`config.mk`:
```
export PLATFORM = sky130hd
export DESIGN_NAME = wildcard_byte_pattern_search_core_flat
export DESIGN_NICKNAME = d
export VERILOG_FILES = /design/src/rtl/wbps_pkg.sv /design/src/rtl/wbps_intf.sv /design/src/rtl/wildcard_byte_pattern_search_core.sv /design/src/rtl/wbps_cfg.sv /design/src/flat_wrapper.sv
export SDC_FILE = /design/constraint.sdc
export NUM_CORES = 2
export LEC_CHECK = 0
export BUFFER_PORTS_ARGS = -buffer_cell sky130_fd_sc_hd__buf_2
export CAP_MARGIN = 25
export CORE_AREA = 10 10 426 221
export DETAILED_ROUTE_END_ITERATION = 7
export DIE_AREA = 0 0 436 231
export PLACE_DENSITY = 0.78
export SETUP_SLACK_MARGIN = 0.02
export SLEW_MARGIN = 30
export SYNTH_ARGS = -nofsm -noshare
export SYNTH_HDL_FRONTEND = slang
export SYNTH_SLANG_ARGS = --single-unit
```
`constraint.sdc`:
```
create_clock -name clk_i -period 12.9 [get_ports clk_i]
set_input_delay 0.645 -clock clk_i [delete_from_list [all_inputs] [get_ports clk_i]]
set_output_delay 0.645 -clock clk_i [all_outputs]
set_load 0.05 [all_outputs]
```
`src/rtl/wbps_pkg.sv`:
```
// Shared constants, types and register codes of the wildcard byte pattern
// search core. No dependencies; every other file of the block uses it.
package wbps_pkg;

  localparam int PatternMax = 32;   // bytes in the search window
  localparam int RegBytes   = 32;   // pattern bytes the registers hold
  localparam int OffsetBits = 32;   // width of byte count and offset
  localparam int LenBits    = 6;    // width of the pattern length register
  localparam int CareBits   = 32;   // width of the care mask register
  localparam int WordBits   = 64;   // width of one pattern word register
  localparam int CfgIdxBits = 3;    // width of the register index

  // Usable pattern length is capped by both the window and the registers
  localparam int LenCap = (PatternMax < RegBytes) ? PatternMax : RegBytes;

  typedef enum logic [CfgIdxBits-1:0] {
    CFG_PATTERN_WORD_0 = 3'd0,
    CFG_PATTERN_WORD_1 = 3'd1,
    CFG_PATTERN_WORD_2 = 3'd2,
    CFG_PATTERN_WORD_3 = 3'd3,
    CFG_CARE_MASK      = 3'd4,
    CFG_PATTERN_LENGTH = 3'd5
  } cfg_reg_e;

  typedef logic [PatternMax-1:0][7:0] window_t;

  // Pattern aligned to the window: entry j is compared with window byte j
  typedef struct packed {
    window_t                 pat;
    logic [PatternMax-1:0]   care;
    logic [LenBits-1:0]      len;
  } align_t;

endpackage

```
`src/rtl/wbps_intf.sv`:
```
// Handshake channels of the wildcard byte pattern search core: byte input,
// result output and register write. Depends on wbps_pkg.
interface wbps_byte_if;
  logic       valid;
  logic       ready;
  logic [7:0] data_byte;
  logic       last_byte;

  modport source (output valid, output data_byte, output last_byte, input ready);
  modport sink   (input valid, input data_byte, input last_byte, output ready);
endinterface

interface wbps_result_if;
  logic                              valid;
  logic                              ready;
  logic                              found;
  logic [wbps_pkg::OffsetBits-1:0]   match_offset;

  modport source (output valid, output found, output match_offset, input ready);
  modport sink   (input valid, input found, input match_offset, output ready);
endinterface

interface wbps_cfg_if;
  logic                              valid;
  logic                              ready;
  logic [wbps_pkg::CfgIdxBits-1:0]   index;
  logic [wbps_pkg::WordBits-1:0]     data;

  modport source (output valid, output index, output data, input ready);
  modport sink   (input valid, input index, input data, output ready);
endinterface

```
`src/rtl/wildcard_byte_pattern_search_core.sv`:
```
// Top level of the wildcard byte pattern search: window register, byte
// count, compare stage and result register. Depends on wbps_pkg,
// wbps_intf and wbps_cfg.
//
//   channel   dir  transfer carries             notes
//   byte_i    in   data_byte, last_byte         one byte of the region
//   result_o  out  found, match_offset          at most one per region
//   cfg_i     in   index, data                  always ready
//
// One byte per clock while result_o is not stalled; the byte that causes a
// result passes the window register, then the result register.
// Reset clears the window bookkeeping and register file, and the byte count
// restarts from zero with the next byte; the pattern length resets to one.
// A stalled result holds the compare stage; a byte is still taken while
// the window stage is empty.
module wildcard_byte_pattern_search_core (
  input  logic           clk_i,
  input  logic           rst_ni,
  wbps_byte_if.sink      byte_i,
  wbps_result_if.source  result_o,
  wbps_cfg_if.sink       cfg_i
);

  localparam int OB = wbps_pkg::OffsetBits;
  localparam int PM = wbps_pkg::PatternMax;

  wbps_pkg::align_t align;

  wbps_cfg u_cfg (
    .clk_i   (clk_i),
    .rst_ni  (rst_ni),
    .cfg_i   (cfg_i),
    .align_o (align)
  );

  // ---------------- window stage ----------------
  logic                 s1_valid_q, s1_valid_d;
  wbps_pkg::window_t    win_q, win_base;
  logic [OB-1:0]        cnt_q, cnt_base;
  logic                 last_q;
  logic                 restart_q;   // previous byte closed a region
  logic                 in_xfer;
  logic                 adv;         // compare stage may move

  assign adv          = !result_o.valid || result_o.ready;
  assign byte_i.ready = !s1_valid_q || adv;
  assign in_xfer      = byte_i.valid && byte_i.ready;
  assign s1_valid_d   = in_xfer || (s1_valid_q && !adv);

  // A new region starts from an empty window and a zero count
  assign win_base = restart_q ? '0 : win_q;
  assign cnt_base = restart_q ? '0 : cnt_q;

  always_ff @(posedge clk_i or negedge rst_ni) begin
    if (!rst_ni) begin
      s1_valid_q <= 1'b0;
      restart_q  <= 1'b1;
    end else begin
      s1_valid_q <= s1_valid_d;
      if (in_xfer) begin
        restart_q <= byte_i.last_byte;
      end
    end
  end

  // Shift the newest byte in at index 0; saturate the count
  always_ff @(posedge clk_i) begin
    if (in_xfer) begin
      win_q  <= {win_base[PM-2:0], byte_i.data_byte};
      cnt_q  <= (&cnt_base) ? cnt_base : cnt_base + OB'(1);
      last_q <= byte_i.last_byte;
    end
  end

  // ---------------- compare stage ----------------
  logic [PM-1:0] byte_ok;
  logic          hit;
  logic          emit;
  logic          reported_q;
  logic          out_valid_q;
  logic          found_q;
  logic [OB-1:0] offset_q;

  always_comb begin
    for (int j = 0; j < PM; j++) begin
      byte_ok[j] = !align.care[j] || (win_q[j] == align.pat[j]);
    end
  end

  assign hit  = (cnt_q >= OB'(align.len)) && (&byte_ok);
  // Ignore the rest of a region once its match went out
  assign emit = !reported_q && (hit || last_q);

  always_ff @(posedge clk_i or negedge rst_ni) begin
    if (!rst_ni) begin
      out_valid_q <= 1'b0;
      reported_q  <= 1'b0;
    end else if (adv) begin
      out_valid_q <= s1_valid_q && emit;
      if (s1_valid_q) begin
        reported_q <= last_q ? 1'b0 : (reported_q || hit);
      end
    end
  end

  always_ff @(posedge clk_i) begin
    if (adv && s1_valid_q) begin
      found_q  <= hit;
      offset_q <= hit ? (cnt_q - OB'(align.len)) : '0;
    end
  end

  assign result_o.valid        = out_valid_q;
  assign result_o.found        = found_q;
  assign result_o.match_offset = offset_q;

endmodule

```
`src/rtl/wbps_cfg.sv`:
```
// Configuration registers and the registered alignment of the pattern to
// the search window. Depends on wbps_pkg and wbps_intf.
module wbps_cfg (
  input  logic                clk_i,
  input  logic                rst_ni,
  wbps_cfg_if.sink            cfg_i,
  output wbps_pkg::align_t    align_o
);

  logic [wbps_pkg::WordBits-1:0] word_q [4];
  logic [wbps_pkg::CareBits-1:0] care_q;
  logic [wbps_pkg::LenBits-1:0]  len_q;
  wbps_pkg::align_t              align_d, align_q;

  logic [wbps_pkg::RegBytes-1:0][7:0] pat_bytes;
  logic [wbps_pkg::LenBits-1:0]       elen;
  logic [wbps_pkg::LenBits-1:0]       src;

  assign cfg_i.ready = 1'b1;

  always_ff @(posedge clk_i or negedge rst_ni) begin
    if (!rst_ni) begin
      word_q[0] <= '0;
      word_q[1] <= '0;
      word_q[2] <= '0;
      word_q[3] <= '0;
      care_q    <= '0;
      len_q     <= wbps_pkg::LenBits'(1);
    end else if (cfg_i.valid) begin
      case (wbps_pkg::cfg_reg_e'(cfg_i.index))
        wbps_pkg::CFG_PATTERN_WORD_0: word_q[0] <= cfg_i.data;
        wbps_pkg::CFG_PATTERN_WORD_1: word_q[1] <= cfg_i.data;
        wbps_pkg::CFG_PATTERN_WORD_2: word_q[2] <= cfg_i.data;
        wbps_pkg::CFG_PATTERN_WORD_3: word_q[3] <= cfg_i.data;
        wbps_pkg::CFG_CARE_MASK:      care_q    <= cfg_i.data[wbps_pkg::CareBits-1:0];
        wbps_pkg::CFG_PATTERN_LENGTH: len_q     <= cfg_i.data[wbps_pkg::LenBits-1:0];
        default: ;  // drop writes beyond the register list
      endcase
    end
  end

  assign pat_bytes = {word_q[3], word_q[2], word_q[1], word_q[0]};

  // Zero acts as one, too large saturates
  always_comb begin
    if (len_q == '0) begin
      elen = wbps_pkg::LenBits'(1);
    end else if (len_q > wbps_pkg::LenBits'(wbps_pkg::LenCap)) begin
      elen = wbps_pkg::LenBits'(wbps_pkg::LenCap);
    end else begin
      elen = len_q;
    end
  end

  // Pattern byte i meets window byte len-1-i; flip it so entry j faces window byte j
  always_comb begin
    align_d.len = elen;
    src         = '0;
    for (int j = 0; j < wbps_pkg::PatternMax; j++) begin
      src = elen - wbps_pkg::LenBits'(1) - wbps_pkg::LenBits'(j);
      if (wbps_pkg::LenBits'(j) < elen) begin
        align_d.pat[j]  = pat_bytes[src[4:0]];
        align_d.care[j] = care_q[src[4:0]];
      end else begin
        align_d.pat[j]  = 8'h00;
        align_d.care[j] = 1'b0;
      end
    end
  end

  always_ff @(posedge clk_i or negedge rst_ni) begin
    if (!rst_ni) begin
      align_q.pat  <= '0;
      align_q.care <= '0;
      align_q.len  <= wbps_pkg::LenBits'(1);
    end else begin
      align_q <= align_d;
    end
  end

  assign align_o = align_q;

endmodule
```
`src/flat_wrapper.sv`:
```
// flat-port wrapper written by rule: the top's interface ports become plain ports
module wildcard_byte_pattern_search_core_flat 
  (clk_i, rst_ni, byte_i_valid, byte_i_data_byte, byte_i_last_byte, byte_i_ready, result_o_valid, result_o_found, result_o_match_offset, result_o_ready, cfg_i_valid, cfg_i_index, cfg_i_data, cfg_i_ready);
  wbps_byte_if byte_i_i ();
  wbps_result_if result_o_i ();
  wbps_cfg_if cfg_i_i ();
  input  logic clk_i;
  input  logic rst_ni;
  input wire logic [$bits(byte_i_i.valid)-1:0] byte_i_valid;
  input wire logic [$bits(byte_i_i.data_byte)-1:0] byte_i_data_byte;
  input wire logic [$bits(byte_i_i.last_byte)-1:0] byte_i_last_byte;
  output wire logic [$bits(byte_i_i.ready)-1:0] byte_i_ready;
  output wire logic [$bits(result_o_i.valid)-1:0] result_o_valid;
  output wire logic [$bits(result_o_i.found)-1:0] result_o_found;
  output wire logic [$bits(result_o_i.match_offset)-1:0] result_o_match_offset;
  input wire logic [$bits(result_o_i.ready)-1:0] result_o_ready;
  input wire logic [$bits(cfg_i_i.valid)-1:0] cfg_i_valid;
  input wire logic [$bits(cfg_i_i.index)-1:0] cfg_i_index;
  input wire logic [$bits(cfg_i_i.data)-1:0] cfg_i_data;
  output wire logic [$bits(cfg_i_i.ready)-1:0] cfg_i_ready;
  assign byte_i_i.valid = byte_i_valid;
  assign byte_i_i.data_byte = byte_i_data_byte;
  assign byte_i_i.last_byte = byte_i_last_byte;
  assign byte_i_ready = byte_i_i.ready;
  assign result_o_valid = result_o_i.valid;
  assign result_o_found = result_o_i.found;
  assign result_o_match_offset = result_o_i.match_offset;
  assign result_o_i.ready = result_o_ready;
  assign cfg_i_i.valid = cfg_i_valid;
  assign cfg_i_i.index = cfg_i_index;
  assign cfg_i_i.data = cfg_i_data;
  assign cfg_i_ready = cfg_i_i.ready;
  wildcard_byte_pattern_search_core u_core (.clk_i(clk_i), .rst_ni(rst_ni), .byte_i(byte_i_i), .result_o(result_o_i), .cfg_i(cfg_i_i));
endmodule
```
==> reports/qor.yml <==
yosysSeqAreaShare_pct: 47.5
grt_setup_unrepaired: "false"
synth_cells: 4255
clockPowerShare_pct: 17.2
syn-num-nets: 4345
finalCritPeriodShare_pct: 48.7
powerDensity_mw_per_mm2: 279
clock-sinks: 914
max_stage_delay_ns: 0.86
yosysUniqueCellTypes: 69
die_h_um: 231
final_nets: 4365
whs_ns: 0.103
ios: 117
yosysWarnings: 0
min_path_type: "input port to flop"
dr.pass1.iters: 8
slew_viol_final: 0
comb_power_share_pct: 53.0
drt-total-wl_um: 234000
route.vias.total: 41100
antenna_found_initial: 39
start_kind: "flop"
max_freq_ghz: 0.159
io_buffer_count: 115
grt_max_degree: 171
syn-cell-area_mm2: 0.0516
initial_core_util_pct: 59.2
min_period_ns: 6.28
status: "finished with violations"
seqPwrFrac_pct: 29.8
r2r_cells: 9
tightestPinTransition_ns: 1.23
holdPathEnd: "u_core.win_q[6]"
crit_path_cell_trace: "nor4_1 > o21ba_4 > buf_4 > buf_4 > buf_4 > mux2_2 > o22ai_1 > nor2_1 > nor2_1"
grt_pass1_wl_um: 315000
internal-power_w: 0.00800
vdd_drop_max_v: 0.000197
dpl_cell_area_mm2: 0.0536
critPathKind: "flop to flop"
relSlewSlack_pct: 17.8
die-area_mm2: 0.101
numCtsBuffers: 83
drt_iter0_drc: 8176
r2r_setup_slack_ns: 6.62
synthToLayoutAreaGrowth_pct: 9.99
leakage_nw: 22.6
synthFlopType: "dfrtp_1"
cap_violations: 0
core_region_area_mm2: 0.0871
synth_edf_count: 322
synth-seq-cells: 914
grtUsageTotal_pct: 45.1
cp_max_fo: 60
grt_pass1_vias: 37500
endpoint_kind: "flop"
sw_frac_of_total_pct: 49.4
hold_buffers: 1
insertion_delay_ns: 0.72
cts-root-buf: "clkbuf_16"
place_inst: 5370
die_x_um: 436
holdPathStages: 1
ys_async_sr_fraction_pct: 64.8
clk_path_buf_depth: 3
tns_ns: 0
power_switching_w: 0.00781
critical_path_arrival_ns: 6.79
cts_resized: 0
htreeDepth: 3
cp.required_ns: 13.41
avgSynthCellArea_um2: 12.1
slowest_stage: "nor2_1"
drive_gt1_share_pct: 23.2
num_rows: 77
reg2reg_from: "u_core.u_cfg.len_q[2]"
route.detailed.drc: 15
ant_nets: 0
final_cells: 5567
globalplace.congestion: 1.19
clk_pin_slew_ns: 0.07
dp_hpwl_um: 181000
crit_top_cell: "buf_4"
post_cts_buffers: 0
cts_tree: "done"
viasPerCell: 7.38
clock-skew-final_ns: 0.0469
setup_viol: 0
min_from: "byte_i_data_byte[6]"
r2r_end: "u_core.u_cfg.align_o[202]"
violations: "design-rule violations"
grt_overflow: 0
hold_viol: 0
worstSetupStartpoint: "u_core.u_cfg.len_q[2]"
fin_area_mm2: 0.0567
wl_per_cell_um: 42.1
==> synthesized netlist by cell type, types with 31 or more instances <==
library cell / instances / area [µm²]
mux2_2: 460 / 5180
nor2_1: 229 / 860
dfrtp_1: 589 / 14700
mux4_2: 119 / 2680
buf_2: 73 / 365
o22a_1: 45 / 394
xnor2_1: 303 / 2650
edfxtp_1: 322 / 9670
nand4_1: 79 / 494
nor2b_1: 301 / 1880
a21oi_1: 38 / 190
buf_1: 31 / 116
o22ai_1: 166 / 1040
mux2i_1: 637 / 6380
nand2_1: 208 / 781
o221ai_1: 73 / 639
o21ai_0: 83 / 415
a22oi_1: 32 / 240
clkbuf_1: 166 / 623
==> layer usage <==
metal	routed length (µm)	track usage, %	part of all wire (%)	vias to the layer above
met2	80700	52.0	34	3750
met3	48000	33.1	20	661
li1	-	-	-	15900
met5	2590	16.1	1.1	-
met1	92200	61.1	39	20700
met4	11000	16.1	4.7	49
==> metrics by stage <==
step / worst slack [ns] / utilization (%) / total power (W)
finish: 6.62 / 65.1 / 0.0158
global route: 6.58 / 65.1 / 0.0158
CTS: 7.05 / 64.9 / 0.0150
detailed placement: 7.04 / 61.5 / 0.0123
global placement: 7.14 / 61.3 / 0.0122
floorplan: 4.06 / - / 0.00869
==> logic make-up (layout without fill, tap and decap cells) <==
| family | Yosys count | after routing | share of synthesized area, % |
|---|---|---|---|
| other | 1 | 38 | 0.00727 |
| AND/OR/NAND/NOR | 972 | 972 | 9.73 |
| buffers and inverters | 297 | 387 | 2.43 |
| adder cells (fa/ha/maj) | 9 | 9 | 0.233 |
| XOR/XNOR | 329 | 329 | 5.59 |
| flip-flops | 914 | 914 | 47.5 |
| AO/OA/AOI/OAI | 517 | 517 | 6.94 |
| multiplexers | 1216 | 1216 | 27.6 |
==> state kept, by name, indices dropped and copies added (netlist names), 6 cells and up <==
| signal | count |
|---|---|
| u_core.u_cfg.align_o | 294 |
| u_core.u_cfg.pat_bytes | 256 |
| u_core.win_q | 256 |
| u_core.cnt_q | 32 |
| u_core.result_o.match_offset | 32 |
| u_core.u_cfg.care_q | 32 |
| u_core.u_cfg.len_q | 6 |
==> worst max-delay path: cells and delay by family, from the launching register on <==
family / cells / cell delay [ns]
compound gates: 2 / 0.83
buf+inv: 3 / 2.26
flops: 1 / 0.69
mux: 1 / 0.43
simple gates: 3 / 1.68
==> placed cells by master, fill, tap and decap left out, types with 19 or more instances in the layout <==
cell,n
dfrtp_1,588
nor2b_1,299
a22oi_1,32
xnor2_1,295
a21oi_1,34
nand4_1,79
buf_2,116
diode_2,37
mux2_2,460
o221ai_1,72
xor2_1,26
o21ai_0,79
mux4_2,119
clkbuf_16,85
nor2_1,220
buf_4,81
o22a_1,45
mux2i_1,634
nand2_1,201
nand3_1,19
o22ai_1,166
edfxtp_1,322
==> how the worst max path moves through the flow <==
stage	endpoint	slack [ns]	cells after the start
after floorplan	u_core.restart_q	4.06	3
after detailed placement	u_core.u_cfg.align_o[131]	7.04	10
after global routing	u_core.u_cfg.align_o[202]	6.58	9
after CTS	u_core.u_cfg.align_o[131]	7.05	10
after global placement	u_core.u_cfg.align_o[131]	7.14	10
final	u_core.u_cfg.align_o[202]	6.62	9
==> area by class of cell <==
cell class | count | area, µm²
tap | 1185 | 1480
sequential | 914 | 24500
inverter | 14 | 57.6
multi-input combinational | 3044 | 26200
antenna | 37 | 92.6
clock inverter | 46 | 618
clock buffer | 109 | 2330
fill | 6522 | 30400
timing repair buffer | 218 | 1510
==> power by group through the flow <==
stage	combinational, W	clock (W)	sequential [W]
5_1_grt	0.00827	0.00283	0.00469
6_report	0.00838	0.00273	0.00470
4_1_cts	0.00767	0.00272	0.00458
2_1_floorplan	0.00453	0	0.00416
3_3_place_gp	0.00757	0	0.00462
3_5_place_dp	0.00763	0	0.00462
Note: power is estimated with default switching activity, not from simulation.
